File: src/rtl/core/lcdw_pkg.sv
// Shared constants, codes and command struct for the character LCD write core.
package lcdw_pkg;

   localparam int DISPLAY_CELLS = 80;
   localparam int LINE_CELLS    = 40;
   localparam int PATTERN_ROWS  = 64;

   localparam int CELL_W  = $clog2(DISPLAY_CELLS);
   localparam int PAT_W   = 6;
   localparam int DADDR_W = 7;
   localparam int BYTE_W  = 8;
   localparam int ROW_W   = 5;
   localparam int IDX_W   = 7;

   // operation codes
   localparam logic [1:0] OP_WRITE   = 2'd0;
   localparam logic [1:0] OP_RD_DISP = 2'd1;
   localparam logic [1:0] OP_RD_PAT  = 2'd2;

   // register select
   localparam logic RS_COMMAND = 1'b0;

   // command bytes and decode masks
   localparam logic [7:0] CMD_CLEAR     = 8'h01;
   localparam logic [7:0] CMD_HOME      = 8'h02;
   localparam logic [7:0] MASK_FUNC     = 8'he0;
   localparam logic [7:0] CODE_FUNC     = 8'h20;
   localparam logic [7:0] MASK_DISPCTL  = 8'hf8;
   localparam logic [7:0] CODE_DISPCTL  = 8'h08;
   localparam logic [7:0] MASK_ENTRY    = 8'hfc;
   localparam logic [7:0] CODE_ENTRY    = 8'h04;
   localparam logic [7:0] MASK_PATADDR  = 8'hc0;
   localparam logic [7:0] CODE_PATADDR  = 8'h40;

   localparam logic [7:0] BLANK_CHAR = 8'h20;

   typedef struct packed {
      logic load;   // capture request fields
      logic exec;   // apply the item to the state and stores
      logic fetch;  // read the stores into the result registers
   } dp_cmd_type;

endpackage

File: src/rtl/core/lcdw_ctrl.sv
// Sequencing state machine for the character LCD write core.
module lcdw_ctrl
   import lcdw_pkg::*;
(
   input  logic       clock,
   input  logic       reset,
   input  logic       req_valid,
   output logic       req_ready,
   output logic       rsp_valid,
   input  logic       rsp_ready,
   output dp_cmd_type cmd
);

   typedef enum logic [3:0] {
      S_IDLE = 4'b0001,
      S_EXEC = 4'b0010,
      S_READ = 4'b0100,
      S_RESP = 4'b1000
   } state_type;

   state_type state_ff, state_in;

   always_comb begin
      state_in = state_ff;
      case (state_ff)
         S_IDLE: begin
            if (req_valid) state_in = S_EXEC;
         end
         S_EXEC: state_in = S_READ;
         S_READ: state_in = S_RESP;
         S_RESP: begin
            if (rsp_ready) state_in = S_IDLE;
         end
         default: state_in = S_IDLE;
      endcase
   end

   always_ff @(posedge clock) begin
      if (reset) begin
         state_ff <= S_IDLE;
      end else begin
         state_ff <= state_in;
      end
   end

   assign req_ready = (state_ff == S_IDLE);
   assign rsp_valid = (state_ff == S_RESP);

   assign cmd.load  = req_valid && (state_ff == S_IDLE);
   assign cmd.exec  = (state_ff == S_EXEC);
   assign cmd.fetch = (state_ff == S_READ);

endmodule

File: src/rtl/core/lcdw_datapath.sv
// Address counters, mode flags, clear sequencer and the display and pattern stores.
module lcdw_datapath
   import lcdw_pkg::*;
(
   input  logic               clock,
   input  logic               reset,
   input  dp_cmd_type         cmd,
   input  logic [1:0]         req_operation,
   input  logic               req_register_select,
   input  logic [BYTE_W-1:0]  req_bus_data,
   input  logic [IDX_W-1:0]   req_cell_index,
   output logic [BYTE_W-1:0]  rsp_read_value,
   output logic [DADDR_W-1:0] rsp_display_address,
   output logic [PAT_W-1:0]   rsp_pattern_address,
   output logic               rsp_target_is_display,
   output logic               rsp_increment_mode,
   output logic               rsp_shift_on_entry,
   output logic               rsp_display_on,
   output logic               rsp_cursor_on,
   output logic               rsp_blink_on,
   output logic               rsp_two_line,
   output logic               rsp_eight_bit_bus,
   output logic               rsp_tall_font
);

   // captured item
   logic [1:0]        op_ff;
   logic              rs_ff;
   logic [BYTE_W-1:0] data_ff;
   logic [IDX_W-1:0]  idx_ff;

   // state
   logic [DADDR_W-1:0] daddr_ff, daddr_in;
   logic [PAT_W-1:0]   paddr_ff, paddr_in;
   logic ddmode_ff, ddmode_in;
   logic id_ff, id_in;
   logic s_ff, s_in;
   logic d_ff, d_in;
   logic c_ff, c_in;
   logic b_ff, b_in;
   logic n_ff, n_in;
   logic dl_ff, dl_in;
   logic f_ff, f_in;
   logic              clr_busy_ff, clr_busy_in;
   logic [CELL_W-1:0] clr_idx_ff, clr_idx_in;

   // stores
   logic [BYTE_W-1:0]        disp_mem [DISPLAY_CELLS];
   logic [ROW_W-1:0]         pat_mem  [PATTERN_ROWS];
   logic [DISPLAY_CELLS-1:0] disp_vld_ff;
   logic [PATTERN_ROWS-1:0]  pat_vld_ff;

   logic              disp_we;
   logic [CELL_W-1:0] disp_wa;
   logic [BYTE_W-1:0] disp_wd;
   logic              pat_we;

   // read side
   logic [CELL_W-1:0] disp_ra;
   logic [PAT_W-1:0]  pat_ra;
   logic              disp_hit, pat_hit;
   logic              disp_hit_ff, pat_hit_ff;
   logic [BYTE_W-1:0] disp_q_ff;
   logic              disp_qv_ff;
   logic [ROW_W-1:0]  pat_q_ff;
   logic              pat_qv_ff;

   // address decode for display writes
   logic       bus_wr, cmd_wr, dat_wr;
   logic [7:0] off8, cell8;
   logic       cell_ok;

   always_ff @(posedge clock) begin
      if (cmd.load) begin
         op_ff   <= req_operation;
         rs_ff   <= req_register_select;
         data_ff <= req_bus_data;
         idx_ff  <= req_cell_index;
      end
   end

   // bus writes are dropped while a clear runs
   assign bus_wr = (op_ff == OP_WRITE) && !clr_busy_ff;
   assign cmd_wr = bus_wr && (rs_ff == RS_COMMAND);
   assign dat_wr = bus_wr && (rs_ff != RS_COMMAND);

   always_comb begin
      off8  = {2'b00, daddr_ff[5:0]};
      cell8 = n_ff ? off8 + (daddr_ff[6] ? 8'(LINE_CELLS) : 8'd0) : {1'b0, daddr_ff};
      cell_ok = (!n_ff || (off8 < 8'(LINE_CELLS))) && (cell8 < 8'(DISPLAY_CELLS));
   end

   always_comb begin
      daddr_in    = daddr_ff;
      paddr_in    = paddr_ff;
      ddmode_in   = ddmode_ff;
      id_in       = id_ff;
      s_in        = s_ff;
      d_in        = d_ff;
      c_in        = c_ff;
      b_in        = b_ff;
      n_in        = n_ff;
      dl_in       = dl_ff;
      f_in        = f_ff;
      clr_busy_in = clr_busy_ff;
      clr_idx_in  = clr_idx_ff;
      if (cmd.exec) begin
         if (clr_busy_ff) begin
            if (clr_idx_ff == CELL_W'(DISPLAY_CELLS - 1)) begin
               clr_busy_in = 1'b0;
            end else begin
               clr_idx_in = clr_idx_ff + 1'b1;
            end
         end
         if (cmd_wr) begin
            if ((data_ff & MASK_FUNC) == CODE_FUNC) begin
               dl_in = data_ff[4];
               n_in  = data_ff[3];
               f_in  = data_ff[2];
            end else if ((data_ff & MASK_DISPCTL) == CODE_DISPCTL) begin
               d_in = data_ff[2];
               c_in = data_ff[1];
               b_in = data_ff[0];
            end else if (data_ff == CMD_CLEAR) begin
               daddr_in    = '0;
               id_in       = 1'b1;
               clr_busy_in = 1'b1;
               clr_idx_in  = '0;
            end else if (data_ff == CMD_HOME) begin
               daddr_in = '0;
            end else if ((data_ff & MASK_ENTRY) == CODE_ENTRY) begin
               id_in = data_ff[1];
               s_in  = data_ff[0];
            end else if ((data_ff & MASK_PATADDR) == CODE_PATADDR) begin
               paddr_in  = data_ff[PAT_W-1:0];
               ddmode_in = 1'b0;
            end else if (data_ff[7]) begin
               daddr_in  = data_ff[DADDR_W-1:0];
               ddmode_in = 1'b1;
            end
         end else if (dat_wr) begin
            // step the active address counter; wrap is natural at its width
            if (ddmode_ff) begin
               daddr_in = id_ff ? daddr_ff + 1'b1 : daddr_ff - 1'b1;
            end else begin
               paddr_in = id_ff ? paddr_ff + 1'b1 : paddr_ff - 1'b1;
            end
         end
      end
   end

   always_ff @(posedge clock) begin
      if (reset) begin
         daddr_ff    <= '0;
         paddr_ff    <= '0;
         ddmode_ff   <= 1'b0;
         id_ff       <= 1'b1;
         s_ff        <= 1'b0;
         d_ff        <= 1'b0;
         c_ff        <= 1'b0;
         b_ff        <= 1'b0;
         n_ff        <= 1'b0;
         dl_ff       <= 1'b0;
         f_ff        <= 1'b0;
         clr_busy_ff <= 1'b0;
         clr_idx_ff  <= '0;
      end else begin
         daddr_ff    <= daddr_in;
         paddr_ff    <= paddr_in;
         ddmode_ff   <= ddmode_in;
         id_ff       <= id_in;
         s_ff        <= s_in;
         d_ff        <= d_in;
         c_ff        <= c_in;
         b_ff        <= b_in;
         n_ff        <= n_in;
         dl_ff       <= dl_in;
         f_ff        <= f_in;
         clr_busy_ff <= clr_busy_in;
         clr_idx_ff  <= clr_idx_in;
      end
   end

   // one display write per item: the clear fill or a data byte
   always_comb begin
      if (clr_busy_ff) begin
         disp_we = cmd.exec;
         disp_wa = clr_idx_ff;
         disp_wd = BLANK_CHAR;
      end else begin
         disp_we = cmd.exec && dat_wr && ddmode_ff && cell_ok;
         disp_wa = cell8[CELL_W-1:0];
         disp_wd = data_ff;
      end
   end

   assign pat_we = cmd.exec && dat_wr && !ddmode_ff;

   always_ff @(posedge clock) begin
      if (disp_we) begin
         disp_mem[disp_wa] <= disp_wd;
      end
      if (pat_we) begin
         pat_mem[paddr_ff] <= data_ff[ROW_W-1:0];
      end
   end

   // an entry never written reads as its reset value
   always_ff @(posedge clock) begin
      if (reset) begin
         disp_vld_ff <= '0;
         pat_vld_ff  <= '0;
      end else begin
         if (disp_we) disp_vld_ff[disp_wa] <= 1'b1;
         if (pat_we)  pat_vld_ff[paddr_ff] <= 1'b1;
      end
   end

   assign disp_ra  = idx_ff[CELL_W-1:0];
   assign pat_ra   = idx_ff[PAT_W-1:0];
   assign disp_hit = (op_ff == OP_RD_DISP) && ({1'b0, idx_ff} < 8'(DISPLAY_CELLS));
   assign pat_hit  = (op_ff == OP_RD_PAT) && (idx_ff < IDX_W'(PATTERN_ROWS));

   always_ff @(posedge clock) begin
      if (cmd.fetch) begin
         disp_q_ff   <= disp_mem[disp_ra];
         disp_qv_ff  <= disp_vld_ff[disp_ra];
         pat_q_ff    <= pat_mem[pat_ra];
         pat_qv_ff   <= pat_vld_ff[pat_ra];
         disp_hit_ff <= disp_hit;
         pat_hit_ff  <= pat_hit;
      end
   end

   always_comb begin
      if (disp_hit_ff) begin
         rsp_read_value = disp_qv_ff ? disp_q_ff : BLANK_CHAR;
      end else if (pat_hit_ff) begin
         rsp_read_value = pat_qv_ff ? {3'b000, pat_q_ff} : '0;
      end else begin
         rsp_read_value = '0;
      end
   end

   assign rsp_display_address   = daddr_ff;
   assign rsp_pattern_address   = paddr_ff;
   assign rsp_target_is_display = ddmode_ff;
   assign rsp_increment_mode    = id_ff;
   assign rsp_shift_on_entry    = s_ff;
   assign rsp_display_on        = d_ff;
   assign rsp_cursor_on         = c_ff;
   assign rsp_blink_on          = b_ff;
   assign rsp_two_line          = n_ff;
   assign rsp_eight_bit_bus     = dl_ff;
   assign rsp_tall_font         = f_ff;

endmodule

File: src/rtl/core/char_lcd_controller_write_core.sv
// Character LCD controller write core: top level joining controller and datapath.
//
// Request channel (req_*): one item per bus write or store read. operation
// selects a bus write (command or data register by register_select), a
// display cell read or a pattern row read at cell_index.
// Result channel (rsp_*): exactly one item per request, carrying the byte
// read (zero for writes) and the address counters and mode flags as they
// stand after the request.
// Timing: req_ready is high only while the core is idle. An accepted item
// passes through an update state (state and stores) and then a read state
// (registered store read) before rsp_valid rises; the core is ready again
// the cycle after the result is taken, so a new item is taken only once
// the result of the last one has been taken.
// A clear command arms a fill that blanks one display cell per following
// item, 80 items in all; bus writes in that window are dropped, reads are
// served and see the partly filled store.
// Reset (synchronous, active high): display cells read as spaces, pattern
// rows as zero, counters zero, increment mode set, no clear pending.
// While rsp_ready is low the result is held and no new item is taken.
module char_lcd_controller_write_core
   import lcdw_pkg::*;
(
   input  logic               clock,
   input  logic               reset,
   input  logic               req_valid,
   output logic               req_ready,
   input  logic [1:0]         req_operation,
   input  logic               req_register_select,
   input  logic [BYTE_W-1:0]  req_bus_data,
   input  logic [IDX_W-1:0]   req_cell_index,
   output logic               rsp_valid,
   input  logic               rsp_ready,
   output logic [BYTE_W-1:0]  rsp_read_value,
   output logic [DADDR_W-1:0] rsp_display_address,
   output logic [PAT_W-1:0]   rsp_pattern_address,
   output logic               rsp_target_is_display,
   output logic               rsp_increment_mode,
   output logic               rsp_shift_on_entry,
   output logic               rsp_display_on,
   output logic               rsp_cursor_on,
   output logic               rsp_blink_on,
   output logic               rsp_two_line,
   output logic               rsp_eight_bit_bus,
   output logic               rsp_tall_font
);

   dp_cmd_type cmd;

   lcdw_ctrl u_ctrl (
      .clock     (clock),
      .reset     (reset),
      .req_valid (req_valid),
      .req_ready (req_ready),
      .rsp_valid (rsp_valid),
      .rsp_ready (rsp_ready),
      .cmd       (cmd)
   );

   lcdw_datapath u_datapath (
      .clock                 (clock),
      .reset                 (reset),
      .cmd                   (cmd),
      .req_operation         (req_operation),
      .req_register_select   (req_register_select),
      .req_bus_data          (req_bus_data),
      .req_cell_index        (req_cell_index),
      .rsp_read_value        (rsp_read_value),
      .rsp_display_address   (rsp_display_address),
      .rsp_pattern_address   (rsp_pattern_address),
      .rsp_target_is_display (rsp_target_is_display),
      .rsp_increment_mode    (rsp_increment_mode),
      .rsp_shift_on_entry    (rsp_shift_on_entry),
      .rsp_display_on        (rsp_display_on),
      .rsp_cursor_on         (rsp_cursor_on),
      .rsp_blink_on          (rsp_blink_on),
      .rsp_two_line          (rsp_two_line),
      .rsp_eight_bit_bus     (rsp_eight_bit_bus),
      .rsp_tall_font         (rsp_tall_font)
   );

endmodule

File: config.mk
export PLATFORM = sky130hd
export DESIGN_NAME = char_lcd_controller_write_core
export DESIGN_NICKNAME = d
export VERILOG_FILES = /design/src/rtl/core/lcdw_pkg.sv /design/src/rtl/core/lcdw_ctrl.sv /design/src/rtl/core/lcdw_datapath.sv /design/src/rtl/core/char_lcd_controller_write_core.sv
export SDC_FILE = /design/constraint.sdc
export NUM_CORES = 1
export LEC_CHECK = 0
export ABC_CLOCK_PERIOD_IN_PS = 8000
export BUFFER_PORTS_ARGS = -buffer_cell sky130_fd_sc_hd__buf_2
export CORE_MARGIN = 5
export CORE_UTILIZATION = 25
export DETAILED_ROUTE_END_ITERATION = 8
export PLACE_DENSITY = 0.42
export RECOVER_POWER = 25
export REMOVE_ABC_BUFFERS = 1
export SYNTH_ARGS = -nofsm -noshare
export SYNTH_HDL_FRONTEND = slang
export SYNTH_SLANG_ARGS = --single-unit
File: constraint.sdc
create_clock -name clock -period 8 [get_ports clock]
set_input_delay 0.8 -clock clock [delete_from_list [all_inputs] [get_ports clock]]
set_output_delay 0.8 -clock clock [all_outputs]
set_load 0.005 [all_outputs]
* Yosys cells after proc, flatten, opt, wreduce, memory -nomap -nowiden *
Memories as Yosys holds them, arrays and structs flattened. A register that Yosys moved wholly into a read port is not among the register bits.
Cells that the tools add are included.

word-level totals
  bits in writable memories = 960
  bits in registers = 200
  latch bits = 0
  memory bits (read-only) = 0
  input bits = 22
  memories kept = 2
  logic and storage cells = 168

memory list
  memory               words  width  rd ports  clocked after memory_dff  wr ports  RTL line             source
  u_datapath.disp_mem  80     8      1         1                         1         lcdw_datapath.sv:48  logic [BYTE_W-1:0] disp_mem [DISPLAY_CELLS];
  u_datapath.pat_mem   64     5      1         1                         1         lcdw_datapath.sv:49  logic [ROW_W-1:0] pat_mem [PATTERN_ROWS];

cells by class
  order comparisons = 10
  eq/ne operators = 26
  multipliers = 0
  $add $sub $neg = 6
  bitwise gates (word level) = 8
  shift operators = 0
  divide/modulo/power cells = 0
  multiplexer cells = 62
  reductions and logical operators = 30

operator list
  cell                                                        count
  2-to-1 mux 7 bit                                            18
  OR 80 bit                                                   1
  2-to-1 mux 6 bit                                            11
  OR 64 bit                                                   1
  2-to-1 mux 8 bit                                            5
  2-to-1 mux 1 bit                                            20
  less-than comparator 7 x 8 -> 1 bit, second input constant  2
  != test 2 bit, second input constant                        8
  one-hot mux 4 bit (4 select lines)                          1
  AND reduction 8 bit                                         2
  adder 7 x 1 -> 7 bit, second input constant                 2
  less-than comparator 6 x 7 -> 1 bit, second input constant  2
  less-than comparator 7 bit, second input constant           2
  logical AND 1 bit                                           13
  AND reduction 9 bit                                         1
  adder 6 x 8 -> 8 bit                                        1
  == test 8 x 1 -> 1 bit, second input constant               1
  == test 8 x 2 -> 1 bit, second input constant               1
  less-than comparator 8 x 7 -> 1 bit, second input constant  1
  2-to-1 mux 4 bit                                            2
  != test 4 bit, second input constant                        2
  nonzero test 2 bit                                          4
  binary-select mux 1 bit (select 7 bit)                      1
  demux 1 bit (select 7 bit)                                  1
  30 further kinds                                            39

* Longest topological paths before layout *
Gate-level depths: netlist of run 1.

  depth in word-level cells = 9
  depth in mapped cells = 11
  mapped depth without buffers = 8

* Cells and area by module *
Synthesis of run 1 repeated with hierarchy kept, for this count alone.

second synthesis, totals
  cells, all modules = 2617
  area total of the unflattened synthesis = 46334.4 µm²

by module, submodules not included
  module         cells an instance  area an instance (µm²)  times used
  lcdw_datapath  2593               46094.2                 1
  lcdw_ctrl      24                 240.2                   1

* Least setup slack after synthesis of run 1 *
Ideal clock, no wire load.

  kind = reg-to-reg
  from = reg u_datapath.data_ff[0]
  to = mem u_datapath.disp_mem[0][0], data pin
  buffers on the path = 1
  arrival time = 3388 ps
  stages on the path, launching flop included = 3
  slack = 4019 ps
  clock period less this slack = 3981 ps
  cell sequence = edfxtp_1 buf_2 nor2b_1

between the ends
  word-level cells in the longest chain between the ends = 1

ends and longest elaborated chain
  element                          RTL line              source
  start, declared                  lcdw_datapath.sv:29   logic [BYTE_W-1:0] data_ff;
  start signal, assigned           lcdw_datapath.sv:77   data_ff <= req_bus_data;
  2-to-1 mux 8 bit                 lcdw_datapath.sv:186  if (clr_busy_ff) begin
  named net u_datapath.disp_wd[0]  lcdw_datapath.sv:55   logic [BYTE_W-1:0] disp_wd;
  end, declared                    lcdw_datapath.sv:48

The timed path passes the listed nets, and every way through them passes these cells.

* Worst setup path after layout of run 1 *
  from = reg u_datapath.data_ff[4]
  to = mem u_datapath.disp_mem[65][4], data pin

The elaborated chain is that of the path after synthesis.

==> impl_metrics.yaml, run 1 <==
status:
  run_status: "finished, violations left"
  violations_in_the_final_reports: "capacitance limit, slew limit"
floorplan:
  floorplan.core_area_sq_mm: 0.186
  die_height_um: 443
  row_count: 158
  io-pin-count: 54
  die_area_sq_mm: 0.196
  floorplan.initialDensity_pct: 25.2
  dieWidth_um: 443
logic_synthesis:
  synth-seq-cells: 1173
  postSynth.topFlopCell: "edfxtp_1"
  synth_compound_gate_area_share_pct: 4.11
  muxShareOfSynthArea_pct: 15.4
  synth-simple-area-share_pct: 6.03
  cell_count_after_synthesis: 2707
  synth_enable_flop_cells: 995
  synth_area_sq_mm: 0.0468
  post_synth_xor_area_fraction_pct: 0.299
  yosys_warnings: 0
  post_synth_num_cell_types: 73
  yosys.area_share.adder_pct: 0.433
  async_flop_share_pct: 0
  ys_seq_area_share_pct: 71.4
  synth_top_family_by_area: "multiplexers"
  synth.avg_cell_area_sq_um: 17.3
global_route:
  globalRouteTotalUtil_pct: 13.2
  grt_max_degree: 100
  initial_antenna_violation_count: 4
  grt_pass1_vias: 25236
  grt.overflow.total: 0
  first_pass_grt_wire_length_mm: 189
critical_path:
  worst_setup_path_startpoint: "u_datapath.data_ff[4]"
  worst_setup_path_end_kind: "flop"
  worst_path_largest_cell_delay_ns: 2.47
  timing.critical_path.slowest_stage_cell: "clkbuf_1"
  r2r_setup_slack_ns: 3.05
  crit-reg2reg-capture: "u_datapath.disp_mem[65][4]"
  setup.worst_path.class: "flop to flop"
  worstPathCellList: "clkbuf_1, nor2b_4, buf_4"
  depth_of_the_worst_register_to_register_path: 3
  critPathCapture: "u_datapath.disp_mem[65][4]"
  r2r-start: "u_datapath.data_ff[4]"
  critical_path_data_required_time_ns: 8.43
  critPathArrivalTime_ns: 5.38
  timing.critical_path.fanout_max: 70
  critical_path.startpoint_type: "flop"
sta:
  final-hold-violation-count: 0
  hold_ws_ns: 0.231
  timing.final.max_slew_violations: 562
  tightestPinTransition_ns: 3.83
  setup_repair_after_global_routing_missed_its_margin: "false"
  fmax_ghz: 0.202
  finalClockSkew_ns: 0.0258
  setup_viol: 0
  post-route-period-util_pct: 61.9
  max-slew-margin-rel_pct: -156
  period_needed_ns: 4.96
detailed_routing:
  post_dr_wirelength_cell_um: 24.6
  detail_route.first_pass.iterations: 6
  viasPerCell: 4.57
  detail_route.wirelength_mm: 132
  drcViolationCount: 0
  drtIter0Drc: 1932
  postRouteAntennaNets: 0
  via_count: 24508
clock_tree:
  ctsHoldBuffers: 0
  clk_root_buf: "clkbuf_16"
  number_of_clock_sinks_seen_by_cts: 1173
  worst_setup_hold_path_clk_slew_ns: 0.06
  ctsLongestPathBuffers: 3
  post_cts_resize_count: 0
  clkLatencyLatePin_ns: 0.76
  tritoncts.num_buffers: 130
  cts_setup_buffers: 0
  cts-htree-levels: 4
  cts_tree: "built"
power_and_ir_drop:
  ir_drop_v: 0.000163
  power.density_cell_area_mw_per_mm2: 256
  p_leak_uw: 0.0167
cells_and_area:
  nNetsFinal: 2817
  final_cell_area_sq_mm: 0.0542
  flow.area_growth_from_synthesis_pct: 15.7
  final.fill_count: 18540
  post_route_cells_drive_above_1_share_pct: 21.6
hold_path:
  hold_path.class: "input pin to flop"
placed_design:
  cell_area_after_placement_sq_mm: 0.0499
  io_buf_count: 53
  place.detailed.hpwl_mm: 81.4
  final_weighted_congestion_of_routability_driven_global_placement: 0.790
flow_run:
  drv.max_cap_violation_count: 11
-- metrics by stage --
stage          total power (uW)  utilization [%]  cells  setup WS [ns]  setup TNS [ns]
3_5_place_dp               8000             26.9   5128           3.85               0
3_3_place_gp               7990             26.9   5128           3.93               0
4_1_cts                   14100             29.2   5366           3.90               0
2_1_floorplan              7690                -   2548          -3.35          -48.90
6_report                  13900             29.2   5368           3.05               0
5_1_grt                   14400             29.2   5366           2.48               0
-- layout make-up --
cell class / count / area [sq um] / share of cell area [%]
clock buffer: 171 / 3630 / 6.71
clock inverter: 67 / 678 / 1.25
multi-input combinational: 1283 / 12300 / 22.7
inverter: 92 / 345 / 0.637
timing repair buffer: 100 / 651 / 1.20
sequential: 1173 / 33400 / 61.7
tap: 2480 / 3100 / 5.73
antenna: 2 / 5.00 / 0.00924
-- worst max-delay path: cells and delay by family (launching register included) --
family                 cells  cell delay, ns
DFF                        1            0.31
buffers and inverters      2            3.16
and+or+nand+nor            1            1.03
-- cell usage after synthesis, types with 6 or more instances --
cell,n,share of area [%]
a21oi_1,59,0.63
nand3_1,23,0.25
a41oi_1,7,0.13
a311oi_1,8,0.15
buf_1,11,0.088
buf_6,9,0.22
a221oi_1,13,0.24
a22oi_1,39,0.63
buf_4,14,0.22
nor3_1,24,0.26
xnor2_1,11,0.21
mux4_2,297,14
nand2b_1,12,0.16
nand2_1,125,1.0
dfxtp_1,178,7.6
buf_2,38,0.41
inv_1,92,0.74
ha_1,13,0.35
o22ai_1,74,0.99
nor2_1,318,2.5
nand3b_1,7,0.11
a211oi_1,6,0.096
or2_2,18,0.24
mux2i_1,47,1.0
clkbuf_1,87,0.70
nor2b_1,28,0.37
o21ai_0,36,0.38
edfxtp_1,995,64
nand4_1,6,0.080
and2_1,10,0.13
nor3b_1,6,0.096
a31oi_1,6,0.080
-- registers in the layout, indices dropped and copies added (netlist names), 7 cells and up --
name                            flops
u_datapath.rsp_display_address      7
u_datapath.pat_mem                320
u_datapath.data_ff                  8
u_datapath.disp_ra                  7
u_datapath.disp_q_ff                8
u_datapath.clr_idx_ff               7
u_datapath.disp_mem               640
u_datapath.pat_vld_ff              64
u_datapath.disp_vld_ff             80
-- kinds of logic after synthesis --
kind of cell	Yosys count
DFF	1173
and+or+nand+nor	616
muxes	347
AOI/OAI and AO/OA	289
buffers and inverters	251
xor gates and xnor gates	16
adders and majority gates	15
-- layer usage --
metal | part of all wire (%) | global-route usage [%] | up-vias | wire length, um
met2 | 48 | 21.2 | 524 | 63200
met1 | 45 | 18.3 | 13007 | 60100
met3 | 4.7 | 2.71 | 146 | 6240
met5 | 0 | 0 | - | 0
met4 | 2.0 | 3.21 | 0 | 2600
li1 | - | - | 10831 | -
-- layout by cell type (no fill, tap or decap), types with 25 or more instances in the layout --
cell and instances:
nand2_1 123, nor2_1 318, o21ai_0 36, o22ai_1 73
mux4_2 297, dfxtp_1 178, clkbuf_16 136, a21oi_1 59
clkbuf_1 40, edfxtp_1 995, a22oi_1 39, buf_2 44
nor2b_1 25, inv_1 91, buf_4 35, mux2i_1 47
-- power by group --
group	leakage, uW	internal [uW]	switching [uW]
sequential	0.0104	6740	20.2
combinational	0.00419	368	705
clock	0.00212	3570	2490
-- worst min-delay path by stage --
stage                                from                    endpoint  cells after the start
2_1_floorplan  u_datapath.disp_vld_ff[17]  u_datapath.disp_vld_ff[17]                      2
3_3_place_gp     u_datapath.pat_vld_ff[5]    u_datapath.pat_vld_ff[5]                      2
3_5_place_dp    u_datapath.pat_vld_ff[38]   u_datapath.pat_vld_ff[38]                      2
4_1_cts                 req_cell_index[5]       u_datapath.disp_ra[5]                      1
5_1_grt                   req_bus_data[4]       u_datapath.data_ff[4]                      1
6_report                req_cell_index[6]       u_datapath.disp_ra[6]                      1
Power figures use the tool's default switching activity.
==> run 2: changes to the inputs <==
Settings changed: ABC_CLOCK_PERIOD_IN_PS 8000 to 5100.
Clock period 8 ns to 5.1 ns, I/O delays scaled along.
==> impl_metrics.yaml, run 2 (same netlist as run 1, synthesis figures left out) <==
status:
  run_status: "finished, violations left"
  violations_in_the_final_reports: "capacitance limit, slew limit"
cells_and_area:
  final_cell_area_sq_mm: 0.0548
  post_route_cells_drive_above_1_share_pct: 22.6
  commonest_non_fill_non_tap_cell_in_the_layout: "edfxtp_1"
  nNetsFinal: 2884
  max_flop_register: "u_datapath.disp_mem"
  num_antenna_cells: 0
  largest_reg_flops: 640
  final.fill_count: 18535
  layout_top_registers: "u_datapath.disp_mem x640, u_datapath.pat_mem x320, u_datapath.disp_vld_ff x80"
  layout_common_cells: "edfxtp_1, nor2_1, mux4_2, dfxtp_1, clkbuf_16"
  flow.area_growth_from_synthesis_pct: 16.9
critical_path:
  worst_setup_path_end_kind: "flop"
  critical_path_data_required_time_ns: 5.53
  setup.worst_path.class: "flop to flop"
  timing.critical_path.fanout_max: 64
  r2r_setup_slack_ns: 1.12
  critical_path.startpoint_type: "flop"
  critPathArrivalTime_ns: 4.41
  r2r-start: "u_datapath.data_ff[1]"
  depth_of_the_worst_register_to_register_path: 3
  crit-reg2reg-capture: "u_datapath.disp_mem[6][1]"
placed_design:
  cell_area_after_placement_sq_mm: 0.0504
  final_weighted_congestion_of_routability_driven_global_placement: 0.794
  place.detailed.hpwl_mm: 82.6
  io_buf_count: 53
floorplan:
  io-pin-count: 54
  die_area_sq_mm: 0.196
  floorplan.core_area_sq_mm: 0.186
  dieWidth_um: 443
  row_count: 158
  floorplan.initialDensity_pct: 25.2
  die_height_um: 443
clock_tree:
  ctsLongestPathBuffers: 3
  cts_tree: "built"
  number_of_clock_sinks_seen_by_cts: 1173
  clk_root_buf: "clkbuf_16"
  cts-htree-levels: 4
  cts_setup_buffers: 0
  tritoncts.num_buffers: 131
  clkLatencyLatePin_ns: 0.76
  worst_setup_hold_path_clk_slew_ns: 0.06
detailed_routing:
  detail_route.first_pass.iterations: 5
  detail_route.wirelength_mm: 131
  post_dr_wirelength_cell_um: 24.1
  via_count: 24863
  drtIter0Drc: 2211
  drcViolationCount: 0
  postRouteAntennaNets: 0
  viasPerCell: 4.57
sta:
  timing.setup.tns_ns: 0
  tightestPinTransition_ns: 2.86
  finalClockSkew_ns: 0.0232
  timing.final.max_slew_violations: 260
  setup_repair_after_global_routing_missed_its_margin: "false"
  max-slew-margin-rel_pct: -90.7
  period_needed_ns: 3.98
  setup_viol: 0
  hold_ws_ns: 0.140
  final-hold-violation-count: 0
  post-route-period-util_pct: 78.1
  fmax_ghz: 0.251
global_route:
  globalRouteTotalUtil_pct: 13.1
  first_pass_grt_wire_length_mm: 190
  grt_pass1_vias: 25441
  initial_antenna_violation_count: 4
  grt_max_degree: 97
  grt.overflow.total: 0
power_and_ir_drop:
  ir_drop_v: 0.000266
  power.density_cell_area_mw_per_mm2: 399
  finalPower_uw: 21800
  p_leak_uw: 0.0170
hold_path:
  end_point_of_the_most_critical_hold_path: "u_ctrl.state_ff[0]"
  whs_path_depth: 4
  hold_path.class: "input pin to flop"
  hold_path.startpoint: "req_valid"
flow_run:
  drv.max_cap_violation_count: 6
[run 2: cell types whose count changed in the layout (fill, tap and decap cells not counted), moves of 3 or more]
cell and delta:
clkinv_8 -3, buf_2 -3, dlygate4sd3_1 +19, buf_12 +5, clkbuf_1 +5, buf_4 +42, inv_6 +3
[run 2: worst max-delay path by stage]
stage / from / end / slack (ns) / cells after the start
5_1_grt: u_datapath.data_ff[1] / u_datapath.disp_mem[6][1] / 0.83 / 3
3_5_place_dp: u_datapath.rsp_display_address[0] / u_datapath.disp_mem[79][7] / 1.52 / 5
3_3_place_gp: u_datapath.clr_busy_ff / u_datapath.disp_mem[77][7] / 1.50 / 4
4_1_cts: u_datapath.rsp_display_address[6] / u_datapath.disp_mem[64][6] / 1.49 / 9
6_report: u_datapath.data_ff[1] / u_datapath.disp_mem[6][1] / 1.12 / 3
2_1_floorplan: u_datapath.disp_ra[0] / u_datapath.disp_q_ff[7] / -6.25 / 6
[run 2: per-stage QoR]
step,instances,utilization [%],worst slack (ns)
3_3_place_gp,5175,27.1,1.50
6_report,5436,29.5,1.12
2_1_floorplan,2548,-,-6.25
5_1_grt,5436,29.5,0.831
4_1_cts,5436,29.5,1.49
3_5_place_dp,5175,27.1,1.52
[run 2: area by class of cell]
type	count	area (sq um)	area share, %
Clock buffer	171	3590	6.56
Clock inverter	71	697	1.27
Inverter	92	345	0.631
Multi-Input combinational cell	1283	12300	22.5
Sequential cell	1173	33400	61.1
Tap cell	2480	3100	5.67
Timing Repair Buffer	166	1250	2.29
[run 2: repair_timing]
| item | CTS | global route |
|---|---|---|
| endpoints found under the hold margin | 19 | 0 |
| resized for setup | 0 | 0 |
| hold buffers | 19 | 0 |
[run 2: critical path, cell delays in order (launching register included)]
cell and delay [ns]:
edfxtp_1 0.36, clkbuf_1 1.68, nor2b_4 0.74, buf_4 0.67
[run 2: power breakdown]
| part | internal (uW) | switching (uW) |
|---|---|---|
| registers | 10600 | 58.5 |
| logic | 606 | 1070 |
| clock network | 5560 | 3960 |
| total | 16700 | 5090 |
[run 2: layer usage]
metal	GRT usage, %	part of all wire, %	up-vias
li1	-	-	10963
met1	18.6	46	13167
met2	20.8	47	555
met3	2.37	4.6	178
met4	3.32	2.1	0
met5	0	0	-
==> run 3: changes to the inputs <==
Settings changed: ABC_CLOCK_PERIOD_IN_PS 5100 to 4100.
Clock period 5.1 ns to 4.1 ns, I/O delays scaled along.
==> impl_metrics.yaml, run 3 (same netlist as run 1, synthesis figures left out) <==
power_and_ir_drop:
  p_leak_uw: 0.0172
  ir_drop_v: 0.000321
  power.density_cell_area_mw_per_mm2: 488
critical_path:
  timing.critical_path.fanout_max: 30
  timing.critical_path.mode_cell: "nor2_1"
  worst-path-buf-inv: 1
  critical_path.startpoint_type: "flop"
  worst_path_largest_cell_delay_ns: 0.92
  timing.critical_path.slowest_stage_cell: "nor2_1"
  critical_path_data_required_time_ns: 4.46
  setup.worst_path.class: "flop to flop"
  r2r_setup_slack_ns: 0.53
  worstPathCellList: "buf_4, nor2b_1, a32oi_1, nor2_1, nand2_1, nor2_1"
  worst_setup_path_end_kind: "flop"
  critPathArrivalTime_ns: 3.93
  critical_path.top_delay_family: "simple AND/OR/NAND/NOR gates"
detailed_routing:
  detail_route.wirelength_mm: 131
  drtIter0Drc: 2151
  drcViolationCount: 0
  detail_route.first_pass.iterations: 6
  viasPerCell: 4.55
  via_count: 24921
  postRouteAntennaNets: 0
  post_dr_wirelength_cell_um: 23.9
clock_tree:
  cts-htree-levels: 3
  number_of_clock_sinks_seen_by_cts: 1173
  worst_setup_hold_path_clk_slew_ns: 0.06
  tritoncts.num_buffers: 119
  clk_root_buf: "clkbuf_16"
  clkLatencyLatePin_ns: 0.75
  ctsLongestPathBuffers: 3
  cts_tree: "built"
cells_and_area:
  layout_top_registers: "u_datapath.disp_mem x640, u_datapath.pat_mem x320, u_datapath.disp_vld_ff x80"
  flow.area_growth_from_synthesis_pct: 17.7
  final.fill_count: 18476
  layout_common_cells: "edfxtp_1, nor2_1, mux4_2, dfxtp_1, buf_4"
  post_route_cells_drive_above_1_share_pct: 24.1
  max_flop_register: "u_datapath.disp_mem"
  final_core_area_utilization_pct: 29.7
  nNetsFinal: 2932
  area.sequential_sq_mm: 0.0334
  largest_reg_flops: 640
  multi_input_comb_area_sq_mm: 0.0123
  commonest_non_fill_non_tap_cell_in_the_layout: "edfxtp_1"
sta:
  finalClockSkew_ns: 0.0318
  fmax_ghz: 0.280
  setup_viol: 0
  worst_slack_ns: 0.525
  timing.final.max_slew_violations: 412
  hold_ws_ns: 0.0857
  final-hold-violation-count: 0
  timing.setup.tns_ns: 0
  period_needed_ns: 3.57
  tightestPinTransition_ns: 2.39
  max-slew-margin-rel_pct: -59.5
  setup_repair_after_global_routing_missed_its_margin: "false"
  post-route-period-util_pct: 87.2
global_route:
  grt_pass1_vias: 25495
  grt.overflow.total: 0
  initial_antenna_violation_count: 2
  globalRouteTotalUtil_pct: 13.0
  grt_max_degree: 82
  first_pass_grt_wire_length_mm: 189
floorplan:
  floorplan.initialDensity_pct: 25.2
  io-pin-count: 54
  die_height_um: 443
  dieWidth_um: 443
  floorplan.core_area_sq_mm: 0.186
  die_area_sq_mm: 0.196
  row_count: 158
status:
  violations_in_the_final_reports: "capacitance limit, slew limit"
  run_status: "finished, violations left"
placed_design:
  place_ws_ns: 0.625
  io_buf_count: 53
  place.detailed.hpwl_mm: 84.0
  final_weighted_congestion_of_routability_driven_global_placement: 0.802
flow_run:
  drv.max_cap_violation_count: 8
hold_path:
  hold_path.class: "input pin to flop"
## run 3: stage by stage
stage / cell area [sq um] / instances / total power (uW)
final: 55100 / 5480 / 26900
after global routing: 55100 / 5479 / 27900
after CTS: 55200 / 5478 / 27300
after detailed placement: 50900 / 5235 / 15700
after global placement: 50900 / 5235 / 15700
after floorplan: 46100 / 2548 / 15000
## run 3: report_power, final
part           switching (uW)  leakage [uW]  internal, uW
sequential               51.1        0.0104         13100
clock                    4760       0.00201          6820
combinational            1380       0.00485           779
total                    6190        0.0172         20700
## run 3: cell type report
type	instances	share of cell area (%)
Clock inverter	76	1.74
Timing Repair Buffer	226	3.20
Multi-Input combinational cell	1283	22.3
Clock buffer	148	5.82
Sequential cell	1173	60.6
Tap cell	2480	5.63
Inverter	92	0.626
Antenna cell	2	0.00908
## run 3: what timing repair did
action                    in CTS  in global routing
resized for setup              0                  0
hold endpoints to repair      20                  0
setup buffers                  0                  0
hold buffers                  19                  0
## run 3: path summary, 6_finish.rpt
path | start | endpoint | cells past startpoint
max reg2reg | u_datapath.clr_busy_ff | u_datapath.disp_mem[79][4] | 6
min | req_valid | u_ctrl.state_ff[3] | 3
min reg2reg | u_datapath.pat_vld_ff[38] | u_datapath.pat_vld_ff[38] | 2
max | u_datapath.clr_busy_ff | u_datapath.disp_mem[79][4] | 6
## run 3: worst register-to-register path, delay by kind of cell (launching register included)
kind / cells / cell delay [ns]
compound gates: 1 / 0.16
buf+inv: 1 / 0.29
simple gates: 4 / 2.21
flops: 1 / 0.52
## run 3: layer usage
metal | track usage (%) | vias up | part of all wire (%)
li1 | - | 11063 | -
met4 | 3.30 | 0 | 2.5
met3 | 2.10 | 160 | 4.1
met5 | 0 | - | 0
met2 | 20.9 | 521 | 47
met1 | 18.4 | 13177 | 46
